<file path="src/hdl/window_mode_informed_mean_filter_top_defines.svh">
// assertion helpers shared by the filter modules
`ifndef WINDOW_MODE_INFORMED_MEAN_FILTER_TOP_DEFINES_SVH
`define WINDOW_MODE_INFORMED_MEAN_FILTER_TOP_DEFINES_SVH

// same-cycle implication, sampled on clk, off while rst is high
`define WMF_ASSERT_NOW(lbl, ante, cons, msg) \
  lbl: assert property (@(posedge clk) disable iff (rst) (ante) |-> (cons)) \
    else $error(msg);

// next-cycle implication, sampled on clk, off while rst is high
`define WMF_ASSERT_NEXT(lbl, ante, cons, msg) \
  lbl: assert property (@(posedge clk) disable iff (rst) (ante) |=> (cons)) \
    else $error(msg);

`endif

</file>
<file path="src/hdl/wmf_pkg.sv">
package wmf_pkg;

  localparam int WINDOW_DEPTH  = 32;
  localparam int SAMPLE_BITS   = 16;
  localparam int AVG_BITS      = SAMPLE_BITS + 4;
  localparam int SPREAD_BITS   = 9;
  localparam int LEN_BITS      = 6;
  localparam int CNT_BITS      = $clog2(WINDOW_DEPTH + 1);
  localparam int ROT_BITS      = $clog2(WINDOW_DEPTH);
  localparam int SUM_BITS      = SAMPLE_BITS + $clog2(WINDOW_DEPTH);
  localparam int PROD_BITS     = SAMPLE_BITS + CNT_BITS + 1;
  localparam int DIV_BITS      = PROD_BITS + 5;
  localparam int DIV_CNT_BITS  = $clog2(DIV_BITS);
  localparam int QUEUE_DEPTH   = 2;
  localparam int QPTR_BITS     = $clog2(QUEUE_DEPTH);
  localparam int QCNT_BITS     = $clog2(QUEUE_DEPTH + 1);
  localparam int IN_DATA_BITS  = 3 * SAMPLE_BITS;
  localparam int RES_BITS      = 3 * SAMPLE_BITS + 6 * AVG_BITS + 3 * SPREAD_BITS;
  localparam int OUT_DATA_BITS = ((RES_BITS + 7) / 8) * 8;

  localparam logic [LEN_BITS-1:0] LENGTH_RESET = LEN_BITS'(30);
  localparam logic [LEN_BITS-1:0] LENGTH_MIN   = LEN_BITS'(2);

  // queued item: sample plus what the front decided about it
  typedef struct packed {
    logic signed [SAMPLE_BITS-1:0] sample_x;
    logic signed [SAMPLE_BITS-1:0] sample_y;
    logic signed [SAMPLE_BITS-1:0] sample_z;
    logic [CNT_BITS-1:0]           n;
    logic                          produce;
  } wmf_item_t;

  typedef struct packed {
    logic [SPREAD_BITS-1:0]     spread_z;
    logic [SPREAD_BITS-1:0]     spread_y;
    logic [SPREAD_BITS-1:0]     spread_x;
    logic signed [AVG_BITS-1:0] blend_z;
    logic signed [AVG_BITS-1:0] blend_y;
    logic signed [AVG_BITS-1:0] blend_x;
    logic signed [AVG_BITS-1:0] average_z;
    logic signed [AVG_BITS-1:0] average_y;
    logic signed [AVG_BITS-1:0] average_x;
    logic signed [SAMPLE_BITS-1:0] mode_z;
    logic signed [SAMPLE_BITS-1:0] mode_y;
    logic signed [SAMPLE_BITS-1:0] mode_x;
  } wmf_result_t;

  typedef struct packed {
    logic                       start;
    logic signed [DIV_BITS-1:0] dividend;
    logic [CNT_BITS-1:0]        divisor;
  } div_req_t;

  typedef struct packed {
    logic                       done;
    logic signed [DIV_BITS-1:0] quotient;
  } div_rsp_t;

  typedef enum logic [1:0] {
    KIND_AVG,
    KIND_BLEND,
    KIND_SPREAD
  } div_kind_t;

  typedef enum logic [2:0] {
    B_IDLE,
    B_PASS1,
    B_PASS2,
    B_PREP,
    B_DIV_START,
    B_DIV_WAIT,
    B_OUT,
    B_INSERT
  } back_state_t;

endpackage

</file>
<file path="src/hdl/wmf_div.sv">
module wmf_div (
  input  logic              clk,
  input  logic              rst,
  input  wmf_pkg::div_req_t req,
  output wmf_pkg::div_rsp_t rsp
);
  import wmf_pkg::*;

  logic                    busy;
  logic                    done;
  logic                    neg;
  logic [DIV_CNT_BITS-1:0] step_cnt;
  logic [DIV_BITS-1:0]     acc;
  logic [CNT_BITS-1:0]     rem;
  logic [CNT_BITS-1:0]     dsor;
  logic [CNT_BITS:0]       trial;
  logic                    fits;

  // one restoring step
  assign trial = {rem, acc[DIV_BITS-1]};
  assign fits  = (trial >= {1'b0, dsor});

  // control
  always_ff @(posedge clk) begin
    if (rst) begin
      busy <= 1'b0;
      done <= 1'b0;
    end else begin
      done <= 1'b0;
      if (req.start) begin
        busy <= 1'b1;
      end else if (busy && step_cnt == '0) begin
        busy <= 1'b0;
        done <= 1'b1;
      end
    end
  end

  // datapath: magnitude divide, sign fixed at the end
  always_ff @(posedge clk) begin
    if (req.start) begin
      neg      <= req.dividend[DIV_BITS-1];
      acc      <= req.dividend[DIV_BITS-1] ? DIV_BITS'(-req.dividend) : req.dividend;
      rem      <= '0;
      dsor     <= req.divisor;
      step_cnt <= DIV_CNT_BITS'(DIV_BITS - 1);
    end else if (busy) begin
      rem      <= fits ? CNT_BITS'(trial - {1'b0, dsor}) : trial[CNT_BITS-1:0];
      acc      <= {acc[DIV_BITS-2:0], fits};
      step_cnt <= step_cnt - DIV_CNT_BITS'(1);
    end
  end

  assign rsp.done     = done;
  assign rsp.quotient = neg ? DIV_BITS'(-acc) : acc;

endmodule

</file>
<file path="config.mk">
export PLATFORM = sky130hd
export DESIGN_NAME = wmf_div
export DESIGN_NICKNAME = d
export VERILOG_FILES = /design/src/hdl/window_mode_informed_mean_filter_top_defines.svh /design/src/hdl/wmf_pkg.sv /design/src/hdl/wmf_div.sv
export SDC_FILE = /design/constraint.sdc
export NUM_CORES = 1
export LEC_CHECK = 0
export ABC_AREA = 1
export BUFFER_PORTS_ARGS = -buffer_cell sky130_fd_sc_hd__buf_2
export CAP_MARGIN = 20
export CORE_MARGIN = 1.5
export CORE_UTILIZATION = 30
export DETAILED_ROUTE_END_ITERATION = 10
export GPL_ROUTABILITY_DRIVEN = 1
export MAX_ROUTING_LAYER = met4
export PLACE_DENSITY = 0.54
export SLEW_MARGIN = 25
export SYNTH_ARGS = -nofsm -noshare
export SYNTH_HDL_FRONTEND = slang
export SYNTH_SLANG_ARGS = --single-unit
</file>
<file path="constraint.sdc">
create_clock -name clk -period 3 [get_ports clk]
set_clock_uncertainty 0.15 [all_clocks]
set_input_delay 0.3 -clock clk [delete_from_list [all_inputs] [get_ports clk]]
set_output_delay 0.3 -clock clk [all_outputs]
set_load 0.005 [all_outputs]
</file>
==> flow_summary.toml <==
[clocking]
clock_sinks = 48
cts_resized = 0
holdBufCountCts = 0
cts_max_level = 2
worstSkewPairLatency_ns = 0.28
post_cts_buffers = 0
numCtsBuffers = 5
cts_tree = "built"
cts_buffer_depth = 2
root_buffer = "clkbuf_16"
clkTransAtPathRegs_ns = 0.06

[final_layout]
fillers = 1307
n_antenna_cell = 0
area_delta_synth_final_pct = 17.0
layout_common_cells = "nand2_1 (114), buf_2 (65), inv_1 (52)"
nNetsFinal = 612
final_common_cell = "nand2_1"
layout-drive-gt1-share_pct = 20.7

[grt]
grt_max_degree = 40
track_usage_pct = 15.1
grt_pass1_vias = 3250
grt_first_pass_wirelength_mm = 15.3
antenna_found_initial = 0
overflow = 0

[sta]
fin_crit_ns = 2.47
relSlewSlack_pct = 41.4
fmaxAchievable_ghz = 0.406
drv_slew = 0
worst_pin_slew_ns = 0.873
fin_crit_sh_pct = 82.2
setup_viol = 0
rsz0062_at_grt = "false"
hold_violations = 0
tns_ns = 0

[critical_path]
arrival_ns = 2.02
critPathRequiredTime_ns = 2.55
crit_path_max_fanout = 20
end_kind = "output port"
critPathKind = "flip-flop to output port"
startpoint_type = "flip-flop"

[synth]
synthArstFlopShare_pct = 0
ys_seq_area_share_pct = 34.8
synthCells = 505
synth_nets = 553
yosys.area.top_type_share_pct = 27.9
ys_types = 39
ys_top_cells_by_area = "edfxtp_1 (28%), nand2_1 (11%), dfxtp_1 (6.9%)"
avgSynthCellArea_um2 = 7.45
ys_seq_elements = 48
syn_area_mm2 = 0.00376
ys_warn_count = 0
synth_edf_count = 35
ys.flop_type = "edfxtp_1"
synth.largest_area_cell = "edfxtp_1"

[power_and_ir_drop]
powerDensity_mw_per_mm2 = 463
ir_worst_vdd_v = 0.000211
fin_total_pwr_uw = 2040
power.leakage_uw = 0.00200

[floorplanning]
pin_count = 66
die-area_mm2 = 0.0132
fp.dieW_um = 115
start_util_pct = 31.1
std_cell_rows = 40
die_h_um = 115
core-area_mm2 = 0.0121

[flow_run]
cap_violations = 0

[drt]
drt_wl_total_mm = 9.15
drc = 0
vias_per_cell = 4.51
first_iter_violations = 203
drt-pass1-iter-count = 4
drtAntennaViolNets = 0
vias = 3303
drt-wirelength-per-cell_um = 12.5

[placed_design]
gp_congestion = 0.858
io_buffers = 65
hpwl_mm = 7.25

[worst_hold_path]
hp-class = "primary input to flip-flop"

[outcome]
status = "completed"
worst paths after layout:
kind	start	endpoint	slack [ns]	cells after the start
max reg2reg	acc[27]	rem[4]	1.06	8
min	req[1]	dsor[1]	0.04	1
min reg2reg	step_cnt[2]	step_cnt[2]	0.31	1
max	neg	rsp[22]	0.53	5
metal layers:
layer	wire length [um]	share of wire, %	GRT usage [%]	vias up
met5	0	0	-	-
met4	86	0.94	4.20	0
met3	326	3.6	2.32	4
met2	4420	48	25.5	55
met1	4310	47	18.8	1466
li1	-	-	-	1778
registers in the layout, summed over array words and instances, names as in the netlist:
register and count:
acc 28, busy 1, done 1, dsor 6, neg 1, rem 6, step_cnt 5
logic make-up (layout without fill, tap and decap cells):
| kind of cell | Yosys count | in the layout | share of synthesized area (%) |
|---|---|---|---|
| AND/OR/NAND/NOR | 262 | 262 | 33.9 |
| XOR/XNOR | 34 | 34 | 7.91 |
| AO/OA/AOI/OAI | 71 | 71 | 11.0 |
| adder cells (fa/ha/maj) | 11 | 11 | 3.86 |
| buffers and inverters | 79 | 139 | 8.48 |
| flip-flops | 48 | 48 | 34.8 |
worst max-delay path, stage by stage (launching register included):
cell	delay [ns]
edfxtp_1	0.84
inv_2	0.25
o21a_1	0.28
nand2_2	0.08
xor2_1	0.15
buf_2	0.13
metrics by stage:
stage	worst slack [ns]	std cells	util [%]	area, um2	hold WS [ns]
after floorplan	1.21	505	-	3760	0.227
after global placement	0.896	725	35.0	4240	0.287
after detailed placement	0.844	725	35.0	4240	0.297
after CTS	0.519	733	36.3	4400	0.0276
after global routing	0.421	733	36.3	4400	0.0204
final	0.534	733	36.3	4400	0.0375
final cells by class:
class,instances,area [um2],share of cell area [%]
Clock buffer,5,125,2.84
Inverter,63,236,5.37
Multi-Input combinational cell,378,2130,48.5
Timing Repair Buffer,68,348,7.90
Tap cell,168,210,4.78
Sequential cell,48,1310,29.8
Clock inverter,3,37.5,0.853
report_power, final:
group / switching, uW / internal (uW) / total [uW] / leakage, uW
sequential: 67.0 / 791 / 858 / 0.000461
clock: 233 / 388 / 621 / 0.0000789
combinational: 331 / 227 / 558 / 0.00146
Yosys cell counts, types with 2 or more instances:
library cell,count
o22ai_1,2
inv_2,10
o211ai_1,4
nand2_2,9
nand3_4,2
nor2_4,4
clkbuf_1,4
o21ai_0,23
nand3_2,5
inv_1,53
o21ai_4,2
nand3_1,47
nor2_2,4
xnor2_1,7
dfxtp_1,13
buf_4,3
buf_2,9
nor3_1,3
o21ai_1,22
o31ai_1,3
nand2_1,114
nand3b_1,6
ha_1,10
a21oi_2,2
a21oi_1,10
xor2_1,27
nand4_1,9
or2_1,3
nor2_1,51
edfxtp_1,35
Note: power is estimated with default switching activity, not from simulation.
