File: config.mk
export PLATFORM = sky130hd
export DESIGN_NAME = wmf_front
export DESIGN_NICKNAME = d
export VERILOG_FILES = /design/src/hdl/window_mode_informed_mean_filter_top_defines.svh /design/src/hdl/wmf_pkg.sv /design/src/hdl/wmf_front.sv
export SDC_FILE = /design/constraint.sdc
export NUM_CORES = 1
export LEC_CHECK = 0
export ABC_AREA = 1
export CAP_MARGIN = 20
export CELL_PAD_IN_SITES_DETAIL_PLACEMENT = 1
export CELL_PAD_IN_SITES_GLOBAL_PLACEMENT = 1
export CORE_MARGIN = 1
export CORE_UTILIZATION = 44
export CTS_CLUSTER_DIAMETER = 50
export CTS_CLUSTER_SIZE = 12
export DETAILED_ROUTE_END_ITERATION = 6
export DONT_BUFFER_PORTS = 1
export GPL_ROUTABILITY_DRIVEN = 1
export PLACE_DENSITY_LB_ADDON = 0.2
export SYNTH_ARGS = -nofsm -noshare
export SYNTH_HDL_FRONTEND = slang
export SYNTH_SLANG_ARGS = --single-unit
File: constraint.sdc
create_clock -name clk -period 6.11 [get_ports clk]
set_input_delay 0.611 -clock clk [delete_from_list [all_inputs] [get_ports clk]]
set_output_delay 0.611 -clock clk [all_outputs]
set_load 0.005 [all_outputs]
File: src/hdl/window_mode_informed_mean_filter_top_defines.svh
// assertion helpers shared by the filter modules
`ifndef WINDOW_MODE_INFORMED_MEAN_FILTER_TOP_DEFINES_SVH
`define WINDOW_MODE_INFORMED_MEAN_FILTER_TOP_DEFINES_SVH

// same-cycle implication, sampled on clk, off while rst is high
`define WMF_ASSERT_NOW(lbl, ante, cons, msg) \
  lbl: assert property (@(posedge clk) disable iff (rst) (ante) |-> (cons)) \
    else $error(msg);

// next-cycle implication, sampled on clk, off while rst is high
`define WMF_ASSERT_NEXT(lbl, ante, cons, msg) \
  lbl: assert property (@(posedge clk) disable iff (rst) (ante) |=> (cons)) \
    else $error(msg);

`endif

File: src/hdl/wmf_pkg.sv
package wmf_pkg;

  localparam int WINDOW_DEPTH  = 32;
  localparam int SAMPLE_BITS   = 16;
  localparam int AVG_BITS      = SAMPLE_BITS + 4;
  localparam int SPREAD_BITS   = 9;
  localparam int LEN_BITS      = 6;
  localparam int CNT_BITS      = $clog2(WINDOW_DEPTH + 1);
  localparam int ROT_BITS      = $clog2(WINDOW_DEPTH);
  localparam int SUM_BITS      = SAMPLE_BITS + $clog2(WINDOW_DEPTH);
  localparam int PROD_BITS     = SAMPLE_BITS + CNT_BITS + 1;
  localparam int DIV_BITS      = PROD_BITS + 5;
  localparam int DIV_CNT_BITS  = $clog2(DIV_BITS);
  localparam int QUEUE_DEPTH   = 2;
  localparam int QPTR_BITS     = $clog2(QUEUE_DEPTH);
  localparam int QCNT_BITS     = $clog2(QUEUE_DEPTH + 1);
  localparam int IN_DATA_BITS  = 3 * SAMPLE_BITS;
  localparam int RES_BITS      = 3 * SAMPLE_BITS + 6 * AVG_BITS + 3 * SPREAD_BITS;
  localparam int OUT_DATA_BITS = ((RES_BITS + 7) / 8) * 8;

  localparam logic [LEN_BITS-1:0] LENGTH_RESET = LEN_BITS'(30);
  localparam logic [LEN_BITS-1:0] LENGTH_MIN   = LEN_BITS'(2);

  // queued item: sample plus what the front decided about it
  typedef struct packed {
    logic signed [SAMPLE_BITS-1:0] sample_x;
    logic signed [SAMPLE_BITS-1:0] sample_y;
    logic signed [SAMPLE_BITS-1:0] sample_z;
    logic [CNT_BITS-1:0]           n;
    logic                          produce;
  } wmf_item_t;

  typedef struct packed {
    logic [SPREAD_BITS-1:0]     spread_z;
    logic [SPREAD_BITS-1:0]     spread_y;
    logic [SPREAD_BITS-1:0]     spread_x;
    logic signed [AVG_BITS-1:0] blend_z;
    logic signed [AVG_BITS-1:0] blend_y;
    logic signed [AVG_BITS-1:0] blend_x;
    logic signed [AVG_BITS-1:0] average_z;
    logic signed [AVG_BITS-1:0] average_y;
    logic signed [AVG_BITS-1:0] average_x;
    logic signed [SAMPLE_BITS-1:0] mode_z;
    logic signed [SAMPLE_BITS-1:0] mode_y;
    logic signed [SAMPLE_BITS-1:0] mode_x;
  } wmf_result_t;

  typedef struct packed {
    logic                       start;
    logic signed [DIV_BITS-1:0] dividend;
    logic [CNT_BITS-1:0]        divisor;
  } div_req_t;

  typedef struct packed {
    logic                       done;
    logic signed [DIV_BITS-1:0] quotient;
  } div_rsp_t;

  typedef enum logic [1:0] {
    KIND_AVG,
    KIND_BLEND,
    KIND_SPREAD
  } div_kind_t;

  typedef enum logic [2:0] {
    B_IDLE,
    B_PASS1,
    B_PASS2,
    B_PREP,
    B_DIV_START,
    B_DIV_WAIT,
    B_OUT,
    B_INSERT
  } back_state_t;

endpackage

File: src/hdl/wmf_front.sv
module wmf_front (
  input  logic                            clk,
  input  logic                            rst,
  input  logic                            cfg_wen,
  input  logic [wmf_pkg::LEN_BITS-1:0]    cfg_wdata,
  input  logic                            s_tvalid,
  output logic                            s_tready,
  input  logic [wmf_pkg::IN_DATA_BITS-1:0] s_tdata,
  input  logic                            q_full,
  output logic                            q_push,
  output wmf_pkg::wmf_item_t              q_item
);
  import wmf_pkg::*;

  logic [LEN_BITS-1:0] window_length;
  logic [CNT_BITS-1:0] fill_count;
  logic [CNT_BITS-1:0] fill_count_next;
  logic [CNT_BITS-1:0] len_eff;
  logic [CNT_BITS-1:0] n_cur;
  logic [CNT_BITS:0]   n_plus;

  // length register
  always_ff @(posedge clk) begin
    if (rst) begin
      window_length <= LENGTH_RESET;
    end else if (cfg_wen) begin
      window_length <= cfg_wdata;
    end
  end

  // clamp length, size the window seen by this item
  always_comb begin
    if (window_length < LENGTH_MIN) begin
      len_eff = CNT_BITS'(LENGTH_MIN);
    end else if (CNT_BITS'(window_length) > CNT_BITS'(WINDOW_DEPTH)) begin
      len_eff = CNT_BITS'(WINDOW_DEPTH);
    end else begin
      len_eff = CNT_BITS'(window_length);
    end
    n_cur  = (fill_count < len_eff) ? fill_count : len_eff;
    n_plus = {1'b0, n_cur} + (CNT_BITS + 1)'(1);
    fill_count_next = (n_plus < {1'b0, len_eff}) ? n_plus[CNT_BITS-1:0] : len_eff;
  end

  assign s_tready = !q_full;
  assign q_push   = s_tvalid && !q_full;

  // classify: an empty window gives no result
  always_comb begin
    q_item.sample_x = s_tdata[SAMPLE_BITS-1:0];
    q_item.sample_y = s_tdata[2*SAMPLE_BITS-1:SAMPLE_BITS];
    q_item.sample_z = s_tdata[3*SAMPLE_BITS-1:2*SAMPLE_BITS];
    q_item.n        = n_cur;
    q_item.produce  = (n_cur != '0);
  end

  // fill count
  always_ff @(posedge clk) begin
    if (rst) begin
      fill_count <= '0;
    end else if (q_push) begin
      fill_count <= fill_count_next;
    end
  end

endmodule

==> impl_metrics.py <==
metrics = {
    "critical_path": {
        "critPathLaunchType": "register",
        "path_max_fanout": 10,
        "arrival_ns": 4.23,
        "crit_chain": "clkinv_1 -> nand2_1 -> ha_1 -> a21oi_1 -> o21a_1 -> nand3_2 -> nand2_1 -> inv_2 -> ha_1 -> or2_2 -> nand2_1 -> inv_1 -> ha_1 -> nand2_1 -> inv_1 -> nand2_1 -> nand2_1 -> nand2_1 -> nand2_1 -> nand2_4 -> nand2_4 -> nand2_1 -> nand3_1 -> a21oi_1",
        "max_stage_delay_ns": 0.44,
        "crit_required_ns": 6.33,
        "cp_slowest_cell": "o21a_1",
        "critical_path_class": "register to register",
        "endpoint_kind": "register",
        "cp_common_cell": "nand2_1",
    },
    "logic_synthesis": {
        "synthCells": 228,
        "synth.avg_cell_area_sq_um": 6.84,
        "yosysWarnings": 0,
        "synth_cell_types": 25,
        "synth_common_cells": "49 x nand2_1, 48 x buf_4, 25 x nand3_1",
        "yosys_register_bits": 12,
        "synthTopCellsByArea": "buf_4 23%, dfxtp_1 15%, nand2_1 12%",
        "yosysMostFrequentCell": "nand2_1",
        "syn-cell-area_sq_mm": 0.00156,
        "async_reset_ff_share_pct": 0,
        "syn_nets": 299,
        "ys_seq_area_share_pct": 15.4,
        "synth-main-ff-cell": "dfxtp_1",
        "synth_edf_count": 0,
        "synth_area_leader_cell": "buf_4",
        "synth_top_area_share_pct": 23.1,
    },
    "clock_network": {
        "post_cts_buffers": 0,
        "cts-root-buf": "clkbuf_4",
        "clk_latency_ns": 0.28,
        "clockBufferDepth": 2,
        "cts.sinks": 12,
        "cts-resized-gates": 0,
        "htreeDepth": 1,
        "ctsHoldBuffers": 0,
        "cts_buffers": 3,
        "cts_tree": "yes",
        "path_clk_slew_ns": 0.08,
    },
    "cells_and_area": {
        "multi_input_area_sq_um": 847,
        "fillerInstances": 476,
        "final_nets": 255,
        "drive_above_1_share_pct": 20.2,
        "antennaDiodeCount": 0,
        "seq_area_sq_um": 240,
        "syn_to_final_growth_pct": -17.8,
    },
    "floorplan": {
        "die_y_um": 61.5,
        "die_area_sq_mm": 0.00379,
        "rows": 21,
        "coreArea_sq_mm": 0.00336,
        "design.portCount": 116,
        "dieWidth_um": 61.5,
        "start_util_pct": 46.4,
    },
    "min_path": {
        "hold_class": "input port to register",
    },
    "timing": {
        "worst_pin_slew_ns": 0.483,
        "final.period_utilization_pct": 65.6,
        "fmax_ghz": 0.249,
        "finalSetupViolCount": 0,
        "slew_viol_final": 0,
        "worst_clock_skew_ns": 0.00794,
        "fin_tns_setup_ns": 0,
        "period_minus_slack_ns": 4.01,
        "slew_headroom_pct": 67.8,
        "rsz0062_at_grt": "no",
        "hold_viol": 0,
    },
    "pwr": {
        "p_switching_w": 0.000377,
        "p_total_w": 0.000685,
        "ir_drop_uv": 180,
        "powerDensity_mw_per_mm2": 534,
        "swShare_pct": 55.1,
        "seq_power_share_pct": 16.2,
        "comb_power_share_pct": 74.4,
        "p_int_w": 0.000308,
        "clkPwrFrac_pct": 9.4,
        "p_leak_nw": 0.686,
    },
    "global_routing": {
        "antenna_found_initial": 0,
        "grt_start_max_net_pins": 11,
        "grtUsageTotal_pct": 20.2,
        "overflow": 0,
        "grt_pass1_vias": 1213,
        "grt_pass1_wl_um": 5550,
    },
    "flow_run": {
        "cap_violations": 0,
    },
    "placement": {
        "portBuffers": 0,
        "dp_hpwl_um": 3040,
        "place.gp.congestion": 0.807,
    },
    "drt": {
        "first_iter_violations": 23,
        "drt-total-wl_um": 3640,
        "drc": 0,
        "ant_nets": 0,
        "route.vias.total": 1203,
        "vias_per_cell": 5.25,
        "drt-pass1-iter-count": 4,
        "wl_per_cell_um": 15.9,
    },
    "outcome": {
        "outcome": "completed",
    },
}
## final timing paths
kind	from	to	slack, ns	cells past startpoint
worst min-delay path	rst	fill_count[1]	0.38	1
worst max register to register	window_length[5]	fill_count[1]	2.10	24
worst max-delay path	window_length[5]	fill_count[1]	2.10	24
worst min register to register	fill_count[0]	fill_count[0]	0.47	2
## worst max-delay path: cells and delay by family, from the launching register on
kind                       cells  cell delay [ns]
AOI/OAI and AO/OA              3             0.72
adders and majority gates      3             0.82
DFF                            1             0.35
and+or+nand+nor               14             1.62
buffers and inverters          4             0.44
## power groups by stage
stage / Clock, W / Sequential (W) / Combinational, W
floorplan: 0 / 0.000107 / 0.000438
global placement: 0 / 0.000112 / 0.000501
detailed placement: 0 / 0.000113 / 0.000512
CTS: 0.0000670 / 0.000111 / 0.000516
global route: 0.0000686 / 0.000114 / 0.000571
finish: 0.0000646 / 0.000111 / 0.000509
## routing by layer
metal / track usage, % / routed length [um] / vias to the layer above
met5: 0 / 0 / -
met4: 9.84 / 129 / 0
met3: 5.67 / 251 / 32
met2: 34.6 / 1750 / 42
met1: 23.0 / 1510 / 541
li1: - / - / 588
## placed cells by master (no fill, tap or decap), types with 3 or more instances in the layout
master    instances
nand2_1          49
nand3_1          25
inv_1            23
nand2_2          14
a21oi_1          12
ha_1             12
dfxtp_1          12
nand2_4           7
nor2_2            4
nand3_2           3
nand3b_1          3
clkbuf_4          3
## cells by family (layout without fill, tap and decap cells)
family                     count (synthesis)  after routing  share of synthesized area, %
AOI/OAI and AO/OA                         17             17                          5.62
adders and majority gates                 12             12                          9.63
buffers and inverters                     75             30                          30.3
DFF                                       12             12                          15.4
and+or+nand+nor                          112            112                          39.1
## metrics by stage
step	setup slack (ns)	hold WS, ns	area (sq um)	util [%]	instances
4_1_cts	2.05	0.375	1280	38.1	229
5_1_grt	1.70	0.370	1280	38.1	229
6_report	2.10	0.382	1280	38.1	229
3_3_place_gp	2.31	0.451	1240	37.0	225
3_5_place_dp	2.08	0.466	1240	37.0	225
2_1_floorplan	2.80	0.439	1560	-	228
## flip-flops by register name, summed over array words and instances (netlist names)
signal / cells
fill_count: 6
window_length: 6
## area by class of cell
class                           instances  share of cell area, %
Multi-Input combinational cell        141                   66.1
Sequential cell                        12                   18.7
Inverter                               26                   7.81
Tap cell                               46                   4.49
Clock buffer                            4                   2.83
(Power assumes the default switching activity.)
