## config.mk

```make
export PLATFORM = sky130hd
export DESIGN_NAME = wmf_fifo
export DESIGN_NICKNAME = d
export VERILOG_FILES = /design/src/hdl/wmf_pkg.sv /design/src/hdl/wmf_fifo.sv
export VERILOG_INCLUDE_DIRS = /design/src /design/src/hdl
export SDC_FILE = /design/constraint.sdc
export NUM_CORES = 1
export LEC_CHECK = 0
export BUFFER_PORTS_ARGS = -buffer_cell sky130_fd_sc_hd__buf_4
export CAP_MARGIN = 40
export CORE_ASPECT_RATIO = 0.5
export CORE_MARGIN = 1.5
export CORE_UTILIZATION = 51
export DETAILED_ROUTE_END_ITERATION = 12
export PLACE_DENSITY = 0.89
export SETUP_SLACK_MARGIN = 0.3
export SLEW_MARGIN = 20
export SYNTH_ARGS = -nofsm -noshare
export SYNTH_HDL_FRONTEND = slang
export SYNTH_SLANG_ARGS = --single-unit
```

## constraint.sdc

```tcl
create_clock -name clk -period 5.19 [get_ports clk]
set_clock_uncertainty 0.15 [all_clocks]
set_input_delay 1.038 -clock clk [delete_from_list [all_inputs] [get_ports clk]]
set_output_delay 1.038 -clock clk [all_outputs]
set_load 0.01 [all_outputs]
```

## src/hdl/window_mode_informed_mean_filter_top_defines.svh

```systemverilog
// assertion helpers shared by the filter modules
`ifndef WINDOW_MODE_INFORMED_MEAN_FILTER_TOP_DEFINES_SVH
`define WINDOW_MODE_INFORMED_MEAN_FILTER_TOP_DEFINES_SVH

// same-cycle implication, sampled on clk, off while rst is high
`define WMF_ASSERT_NOW(lbl, ante, cons, msg) \
  lbl: assert property (@(posedge clk) disable iff (rst) (ante) |-> (cons)) \
    else $error(msg);

// next-cycle implication, sampled on clk, off while rst is high
`define WMF_ASSERT_NEXT(lbl, ante, cons, msg) \
  lbl: assert property (@(posedge clk) disable iff (rst) (ante) |=> (cons)) \
    else $error(msg);

`endif

```

## src/hdl/wmf_pkg.sv

```systemverilog
package wmf_pkg;

  localparam int WINDOW_DEPTH  = 32;
  localparam int SAMPLE_BITS   = 16;
  localparam int AVG_BITS      = SAMPLE_BITS + 4;
  localparam int SPREAD_BITS   = 9;
  localparam int LEN_BITS      = 6;
  localparam int CNT_BITS      = $clog2(WINDOW_DEPTH + 1);
  localparam int ROT_BITS      = $clog2(WINDOW_DEPTH);
  localparam int SUM_BITS      = SAMPLE_BITS + $clog2(WINDOW_DEPTH);
  localparam int PROD_BITS     = SAMPLE_BITS + CNT_BITS + 1;
  localparam int DIV_BITS      = PROD_BITS + 5;
  localparam int DIV_CNT_BITS  = $clog2(DIV_BITS);
  localparam int QUEUE_DEPTH   = 2;
  localparam int QPTR_BITS     = $clog2(QUEUE_DEPTH);
  localparam int QCNT_BITS     = $clog2(QUEUE_DEPTH + 1);
  localparam int IN_DATA_BITS  = 3 * SAMPLE_BITS;
  localparam int RES_BITS      = 3 * SAMPLE_BITS + 6 * AVG_BITS + 3 * SPREAD_BITS;
  localparam int OUT_DATA_BITS = ((RES_BITS + 7) / 8) * 8;

  localparam logic [LEN_BITS-1:0] LENGTH_RESET = LEN_BITS'(30);
  localparam logic [LEN_BITS-1:0] LENGTH_MIN   = LEN_BITS'(2);

  // queued item: sample plus what the front decided about it
  typedef struct packed {
    logic signed [SAMPLE_BITS-1:0] sample_x;
    logic signed [SAMPLE_BITS-1:0] sample_y;
    logic signed [SAMPLE_BITS-1:0] sample_z;
    logic [CNT_BITS-1:0]           n;
    logic                          produce;
  } wmf_item_t;

  typedef struct packed {
    logic [SPREAD_BITS-1:0]     spread_z;
    logic [SPREAD_BITS-1:0]     spread_y;
    logic [SPREAD_BITS-1:0]     spread_x;
    logic signed [AVG_BITS-1:0] blend_z;
    logic signed [AVG_BITS-1:0] blend_y;
    logic signed [AVG_BITS-1:0] blend_x;
    logic signed [AVG_BITS-1:0] average_z;
    logic signed [AVG_BITS-1:0] average_y;
    logic signed [AVG_BITS-1:0] average_x;
    logic signed [SAMPLE_BITS-1:0] mode_z;
    logic signed [SAMPLE_BITS-1:0] mode_y;
    logic signed [SAMPLE_BITS-1:0] mode_x;
  } wmf_result_t;

  typedef struct packed {
    logic                       start;
    logic signed [DIV_BITS-1:0] dividend;
    logic [CNT_BITS-1:0]        divisor;
  } div_req_t;

  typedef struct packed {
    logic                       done;
    logic signed [DIV_BITS-1:0] quotient;
  } div_rsp_t;

  typedef enum logic [1:0] {
    KIND_AVG,
    KIND_BLEND,
    KIND_SPREAD
  } div_kind_t;

  typedef enum logic [2:0] {
    B_IDLE,
    B_PASS1,
    B_PASS2,
    B_PREP,
    B_DIV_START,
    B_DIV_WAIT,
    B_OUT,
    B_INSERT
  } back_state_t;

endpackage

```

## src/hdl/wmf_fifo.sv

```systemverilog
`include "window_mode_informed_mean_filter_top_defines.svh"

module wmf_fifo (
  input  logic               clk,
  input  logic               rst,
  input  logic               push,
  input  wmf_pkg::wmf_item_t wr_item,
  input  logic               pop,
  output wmf_pkg::wmf_item_t rd_item,
  output logic               full,
  output logic               empty
);
  import wmf_pkg::*;

  wmf_item_t            slots [QUEUE_DEPTH];
  logic [QPTR_BITS-1:0] wr_ptr;
  logic [QPTR_BITS-1:0] rd_ptr;
  logic [QCNT_BITS-1:0] count;

  assign full    = (count == QCNT_BITS'(QUEUE_DEPTH));
  assign empty   = (count == '0);
  assign rd_item = slots[rd_ptr];

  // pointers and occupancy
  always_ff @(posedge clk) begin
    if (rst) begin
      wr_ptr <= '0;
      rd_ptr <= '0;
      count  <= '0;
    end else begin
      if (push) begin
        wr_ptr <= (wr_ptr == QPTR_BITS'(QUEUE_DEPTH - 1)) ? '0 : wr_ptr + QPTR_BITS'(1);
      end
      if (pop) begin
        rd_ptr <= (rd_ptr == QPTR_BITS'(QUEUE_DEPTH - 1)) ? '0 : rd_ptr + QPTR_BITS'(1);
      end
      if (push && !pop) begin
        count <= count + QCNT_BITS'(1);
      end else if (pop && !push) begin
        count <= count - QCNT_BITS'(1);
      end
    end
  end

  // storage
  always_ff @(posedge clk) begin
    if (push) begin
      slots[wr_ptr] <= wr_item;
    end
  end

  `WMF_ASSERT_NOW(a_no_push_full, full, !push, "item pushed into full queue")
  `WMF_ASSERT_NOW(a_no_pop_empty, empty, !pop, "item popped from empty queue")
  `WMF_ASSERT_NEXT(a_push_fills, (push && !pop), !empty, "queue empty after push")

endmodule

```

==> results.yml, run 1 <==
status:
  status: "completed"
pwr:
  p_leak_uw: 0.00220
  p_per_area_nw_per_um2: 446
  vdd_drop_max_v: 0.000291
  power_uw: 2580
critical_path:
  reg2reg_setup_slack_ns: 3.15
  critPathCaptureType: "output pin"
  cpPeakStageDelay_ns: 0.72
  start_kind: "register"
  cp_top_family: "flip-flops"
  path_buf_inv: 2
  criticalPathCategory: "reg2out"
  critPathMaxFanout: 30
  critical_path_required_ns: 4.00
  path_cells: "buf_4, mux2_2, buf_4"
  crit_top_cell: "buf_4"
  critPathSlowestCell: "dfxtp_2"
  cp.arrival_ns: 2.18
grt:
  grt_max_degree: 34
  grt_pass1_wl_mm: 12.0
  overflow: 0
  grt_usage_pct: 19.4
  antenna_found_initial: 0
  grt_pass1_vias: 2348
clock_network:
  cts-root-buf: "clkbuf_16"
  path_clk_slew_ns: 0.06
  cts_tree: "built"
  insertion_delay_ns: 0.41
  cts-resized-gates: 0
  cts_buffers: 17
  cts_max_level: 4
  cts_hold_buf: 0
  cts_max_path_buffers: 2
  clock-sinks: 115
  cts_setup_buffers: 0
sta:
  rsz0062_at_grt: "false"
  maxSlewHeadroom_pct: 54.5
  clock.fmax_mhz: 297
  hold_viol_final: 0
  worst_pin_slew_ns: 0.681
  fin_crit_sh_pct: 64.9
  setup_slack_ns: 1.82
  timing.setup.tns_ns: 0
  setup_violations: 0
  slew_violations: 0
  layout_min_cycle_time_ns: 3.37
floorplanning:
  num_io_pins: 116
  dieArea_sq_um: 8810
  start_util_pct: 52.4
  dieWidth_um: 131
  core_area_sq_um: 8000
  rows: 23
  die_y_um: 67.1
synth:
  synth_edf_count: 110
  synth_top_area_share_pct: 78.8
  synth_warnings: 0
  synthTopCellsByArea: "edfxtp_1 (79%), mux2_2 (15%), dfxtp_1 (2.4%)"
  ys.flop_type: "edfxtp_1"
  synth_common_cells: "edfxtp_1 (110), mux2_2 (55), buf_6 (5), dfxtp_1 (5), nor2_1 (5)"
  ys_async_sr_fraction_pct: 0
  syn-num-nets: 253
  avgSynthCellArea_sq_um: 21.7
  synth_seq_area_share_pct: 81.1
  yosysTopAreaCell: "edfxtp_1"
  syn_area_sq_um: 4190
  synth-seq-cells: 115
  yosysMostFrequentCell: "edfxtp_1"
  synth_cells: 193
  synth_cell_types: 16
min_path:
  hold_path_class: "reg2reg"
final_layout:
  final_nets: 384
  layout-drive-gt1-share_pct: 62.0
  final_cells: 449
  final_cell_area_sq_um: 5790
  antennaDiodeCount: 0
  area_delta_synth_final_pct: 38.1
placed_design:
  post_dp_cell_area_sq_um: 5170
  place_hpwl_mm: 5.01
  place_congestion: 0.667
  io_buffers: 115
  place_inst: 417
  dp_slack_ns: 2.25
routing:
  vias_per_cell: 4.95
  route.detailed.drc: 0
  vias: 2221
  wl_mm: 8.35
  drt_first_pass_iters: 4
  drt-initial-drc-count: 151
  wl_per_cell_um: 18.6
  postRouteAntennaNets: 0
run:
  max_cap_viol_count: 0
[where the power goes]
group / internal, uW / leakage, uW / switching, uW / total (uW)
Clock: 811 / 0.000294 / 407 / 1220
Combinational: 142 / 0.000832 / 116 / 258
Sequential: 1080 / 0.00107 / 24.6 / 1110
Total: 2040 / 0.00220 / 548 / 2580
[through the flow]
stage / hold slack (ns) / utilization [%]
3_5_place_dp: 0.347 / 64.6
2_1_floorplan: 0.311 / -
3_3_place_gp: 0.323 / 64.6
4_1_cts: 0.354 / 72.4
6_report: 0.351 / 72.4
5_1_grt: 0.396 / 72.4
[registers in the layout, indices dropped and copies added, names as in the netlist, named ones only]
name / flops
count: 2
rd_ptr: 1
slots: 110
wr_ptr: 1
[area by class of cell]
class                      instances  area [sq um]
clock buffer                      18           439
clock inverter                    14           186
fill                             486          2210
inverter                           1          3.75
multi-input combinational         71           732
sequential                       115          3400
tap                              112           140
timing repair buffer             118           886
[kinds of logic (layout without fill, tap and decap cells)]
group	Yosys count	after routing	share of synthesized area [%]
xor+xnor	4	4	0.835
mux	55	55	14.8
flops	115	115	81.1
buf+inv	7	151	1.61
simple gates	9	9	1.10
compound gates	2	2	0.238
fa+ha+maj	1	1	0.298
[layer usage]
layer	global-route usage (%)	part of all wire [%]
met5	0	0
met4	11.2	1.6
met3	6.54	3.9
met2	36.9	57
met1	19.3	38
[worst paths after layout]
path / startpoint / endpoint / depth (start not counted)
max: register / rd_item[34] / 3
min: count[1] / count[1] / 2
max reg2reg: wr_ptr / slots[1][43] / 2
min reg2reg: count[1] / count[1] / 2
[cell usage in the layout (no fill, tap or decap), types with 2 or more instances in the layout]
cell and n:
clkinv_2 4, nor2_1 5, clkbuf_16 17, mux2_2 55, xnor2_1 2, edfxtp_1 110
dfxtp_1 4, bufinv_16 4, clkinvlp_4 5, buf_4 118, xor2_1 2
[tightest hold or removal path, delay by kind of cell (launching register included)]
kind	cells	cell delay, ns
AO/OA/AOI/OAI	2	0.13
flip-flops	1	0.32
Power figures use the tool's default switching activity.
==> inputs of run 2 (changes only) <==
clock period = 3.4 ns   (was 5.19 ns; I/O delays follow)
==> run 2 against run 1 <==
Against the previous run: register-to-register slack got worse by 1.3 ns; critical path type unchanged; final cell count increased by 0.45%; design area rose by 2.0%; sequential cell count unchanged; setup slack worse by 1.2 ns; largest power group unchanged; critical endpoint is now rd_item[30]; highest routed layer unchanged; first-iteration DRC count grew 0.66%; non-clock buffer count rose by 2.
==> results.yml, run 2 (synthesis gave the netlist of run 1 again) <==
sta:
  rsz0062_at_grt: "false"
  maxSlewHeadroom_pct: 54.9
  fin_crit_sh_pct: 83.0
  slew_violations: 0
  worst_pin_slew_ns: 0.676
  setup_violations: 0
  layout_min_cycle_time_ns: 2.82
  timing.setup.tns_ns: 0
  whs_ns: 0.307
  hold_viol_final: 0
  clock.fmax_mhz: 354
clock_network:
  path_clk_slew_ns: 0.05
  cts_buffers: 17
  cts_hold_buf: 0
  cts_setup_buffers: 0
  cts_max_path_buffers: 2
  clock-sinks: 115
  cts-root-buf: "clkbuf_16"
  cts_tree: "built"
  insertion_delay_ns: 0.40
  cts-resized-gates: 0
  cts_max_level: 4
pwr:
  p_int_uw: 3320
  p_seq_share_pct: 40.8
  vdd_drop_max_v: 0.000458
  swShare_pct: 19.9
  clock_power_share_pct: 49.4
  p_sw_uw: 823
  p_comb_share_pct: 9.8
  p_leak_uw: 0.00226
  p_per_area_nw_per_um2: 702
critical_path:
  rr_endpoint: "slots[1][0]"
  ff2ff_path_depth: 3
  critPathCaptureType: "output pin"
  path_cells: "buf_12, mux2_2, buf_4"
  cp.arrival_ns: 1.99
  criticalPathCategory: "reg2out"
  reg2reg_setup_slack_ns: 1.80
  critical_path_required_ns: 2.57
  path_buf_inv: 2
  cpPeakStageDelay_ns: 0.76
  crit_cells: 3
  start_kind: "register"
  critPathMaxFanout: 29
  cp_top_family: "flip-flops"
  rr_startpoint: "wr_ptr"
  critPathSlowestCell: "dfxtp_2"
placed_design:
  io_buffers: 115
  place_congestion: 0.723
  place_hpwl_mm: 5.25
floorplanning:
  start_util_pct: 52.4
  core_area_sq_um: 8000
  die_y_um: 67.1
  rows: 23
  num_io_pins: 116
  dieArea_sq_um: 8810
  dieWidth_um: 131
routing:
  drt-initial-drc-count: 152
  vias_per_cell: 4.94
  wl_mm: 8.42
  route.detailed.drc: 0
  postRouteAntennaNets: 0
  drt_first_pass_iters: 4
  vias: 2230
  wl_per_cell_um: 18.7
final_layout:
  largest_reg_flops: 110
  layout_common_cells: "buf_4 (117), edfxtp_1 (110), mux2_2 (55)"
  final_common_cell: "buf_4"
  antennaDiodeCount: 0
  n_fill_cell: 455
  final_nets: 386
  area_delta_synth_final_pct: 40.8
  reg_top3: "slots x110, count x2"
  layout-drive-gt1-share_pct: 61.9
  largest_register: "slots"
min_path:
  min_from: "wr_item[34]"
  worstHoldEndpoint: "slots[1][34]"
  min_delay_path_depth: 1
  hold_path_class: "in2reg"
grt:
  grt_pass1_vias: 2426
  grt_max_degree: 47
  grt_usage_pct: 19.8
  grt_pass1_wl_mm: 12.4
  overflow: 0
  antenna_found_initial: 0
status:
  status: "completed"
run:
  max_cap_viol_count: 0
[run 2: worst max path at each step]
stage,start,end
floorplan,push,slots[0][0]
global placement,register,rd_item[37]
detailed placement,register,rd_item[24]
CTS,register,rd_item[30]
global route,register,rd_item[30]
finish,register,rd_item[30]
[run 2: layer usage]
| layer | vias up | part of all wire [%] | GRT usage [%] |
|---|---|---|---|
| li1 | 1028 | - | - |
| met1 | 1108 | 37 | 19.4 |
| met2 | 70 | 55 | 36.9 |
| met3 | 24 | 4.5 | 7.53 |
| met4 | 0 | 3.2 | 12.1 |
| met5 | - | 0 | 0 |
[run 2: through the flow]
step | power [uW] | setup slack [ns] | instances | utilization (%) | cell area [sq um]
floorplan | 1910 | 0.693 | 193 | - | 4200
global placement | 2100 | 1.03 | 418 | 65.0 | 5200
detailed placement | 2120 | 1.00 | 418 | 65.0 | 5200
CTS | 4170 | 0.546 | 450 | 73.6 | 5890
global route | 4270 | 0.445 | 451 | 73.8 | 5910
finish | 4140 | 0.578 | 451 | 73.8 | 5910
[run 2: area by class of cell]
type                            instances  area [sq um]  area share [%]
Clock buffer                           17           425            7.20
Tap cell                              112           140            2.37
Multi-Input combinational cell         71           732            12.4
Inverter                                1          3.75          0.0636
Clock inverter                         15           262            4.43
Timing Repair Buffer                  120           938            15.9
Sequential cell                       115          3400            57.6
[run 2: worst reg2reg max path, stage by stage (launching register included)]
cell and delay (ns):
dfxtp_1 0.41, and2_2 0.23, buf_12 0.22, buf_4 0.29
[run 2: power by group through the flow]
stage | sequential [uW] | clock, uW | combinational, uW
global placement | 1710 | 0 | 388
floorplan | 1700 | 0 | 206
finish | 1690 | 2050 | 407
CTS | 1690 | 2070 | 410
global route | 1700 | 2130 | 435
detailed placement | 1720 | 0 | 404
==> inputs of run 3 (changes only) <==
clock period = 2.6 ns   (was 3.4 ns; I/O delays follow)
==> run 3 against run 2 <==
Against the previous run: sequential share of layout area is 1.7 points higher; via count shrank 2.4%; clock power up 3%; largest power group is now registers; design area decreased by 2.9%; register-to-register slack got worse by 0.72 ns; highest routed layer unchanged; critical path depth is the same; non-clock buffer count decreased by 1; setup slack lost 0.19 ns; count of clock-buffer cells in the layout grew 4; critical endpoint is now rd_item[51].
==> results.yml, run 3 (synthesis gave the netlist of run 1 again) <==
clock_network:
  insertion_delay_ns: 0.40
  cts_max_level: 4
  cts_max_path_buffers: 2
  cts_buffers: 17
  cts-root-buf: "clkbuf_16"
  clock-sinks: 115
  cts_hold_buf: 0
  cts_tree: "built"
  cts_setup_buffers: 0
  path_clk_slew_ns: 0.05
final_layout:
  area_delta_synth_final_pct: 36.8
  n_fill_cell: 511
  layout-drive-gt1-share_pct: 59.5
  multi_input_area_sq_um: 732
  final_cell_area_sq_um: 5740
  final_common_cell: "buf_4"
  largest_reg_flops: 110
  regArea_sq_um: 3400
  final_cells: 448
  fin_util_pct: 71.7
  antennaDiodeCount: 0
  layout_common_cells: "buf_4 (115), edfxtp_1 (110), mux2_2 (55)"
  largest_register: "slots"
  final_nets: 385
  reg_top3: "slots x110, count x2"
sta:
  worst_pin_slew_ns: 0.395
  timing.setup.tns_ns: 0
  slew_violations: 0
  hold_viol_final: 0
  layout_min_cycle_time_ns: 2.21
  maxSlewHeadroom_pct: 73.6
  setup_violations: 0
  clock.fmax_mhz: 452
  rsz0062_at_grt: "false"
  fin_crit_sh_pct: 85.1
grt:
  grt_pass1_wl_mm: 11.9
  grt_max_degree: 49
  antenna_found_initial: 0
  grt_usage_pct: 19.1
  overflow: 0
  grt_pass1_vias: 2343
routing:
  highest-signal-layer: "met4"
  wl_per_cell_um: 17.8
  drt_first_pass_iters: 4
  wl_met2_mm: 4.51
  vias_per_cell: 4.86
  postRouteAntennaNets: 0
  wl_mm: 7.96
  wl_met1_mm: 3.00
  drt-initial-drc-count: 170
  route.detailed.drc: 0
  vias: 2176
  dr_wl_met3_um: 295
placed_design:
  post_dp_cell_area_sq_um: 5200
  place_hpwl_mm: 5.07
  place_congestion: 0.679
  io_buffers: 115
  place_inst: 418
pwr:
  power_uw: 4850
  p_leak_uw: 0.00218
  p_per_area_nw_per_um2: 845
  vdd_drop_max_v: 0.000570
critical_path:
  critPathMaxFanout: 28
  criticalPathCategory: "reg2out"
  critPathCaptureType: "output pin"
  start_kind: "register"
  cp.arrival_ns: 1.54
  critical_path_required_ns: 1.93
status:
  status: "completed"
floorplanning:
  start_util_pct: 52.4
  core_area_sq_um: 8000
  dieArea_sq_um: 8810
  rows: 23
  num_io_pins: 116
  dieWidth_um: 131
  die_y_um: 67.1
run:
  max_cap_viol_count: 0
min_path:
  hold_path_class: "in2reg"
## run 3: cell types whose count changed in the layout (fill, tap and decap cells not counted)
cell / before / now
buf_6: 0 / 2
clkinv_1: 1 / 4
buf_12: 3 / 2
buf_4: 117 / 115
clkinvlp_4: 2 / 0
clkinv_4: 2 / 0
bufinv_16: 7 / 2
clkbuf_1: 0 / 4
## run 3: power by group
part	total [uW]	leakage [uW]	internal (uW)	switching, uW
combinational	539	0.000846	294	245
sequential	2200	0.00107	2160	32.1
clock	2110	0.000260	1380	737
## run 3: critical path, cell delays in order, from the launching register on
cell     delay (ns)
dfxtp_2        0.34
buf_6          0.26
mux2_2         0.38
buf_4          0.15
## run 3: stage by stage
step	hold WS, ns	setup WS, ns
after CTS	0.133	0.298
after detailed placement	0.370	0.735
after floorplan	0.311	0.662
after global routing	0.135	0.328
after global placement	0.325	0.746
final	0.148	0.387
## run 3: final timing paths
path / startpoint / slack (ns) / endpoint / cells after the start
hold / removal: wr_item[25] / 0.15 / slots[1][25] / 1
hold reg to reg: count[1] / 0.39 / count[1] / 2
setup reg to reg: wr_ptr / 1.08 / slots[1][11] / 2
setup / recovery: register / 0.39 / rd_item[51] / 3
## run 3: routing by layer
layer | vias up | track usage (%)
met1 | 1089 | 19.7
met5 | - | 0
li1 | 1021 | -
met3 | 14 | 6.70
met2 | 52 | 35.1
met4 | 0 | 11.0
## run 3: area by class of cell
type                    count  area share [%]
repair buffers            119            16.1
well taps                 112            2.44
inverters                   1          0.0654
flip-flops and latches    115            59.3
clock inverters             9            1.57
multi-input cells          71            12.8
clock buffers              21            7.68
## run 3: what timing repair did
item / CTS / global route
setup endpoints to repair: 2 / 55
gates resized for setup: 0 / 2
gates cloned: 0 / 0
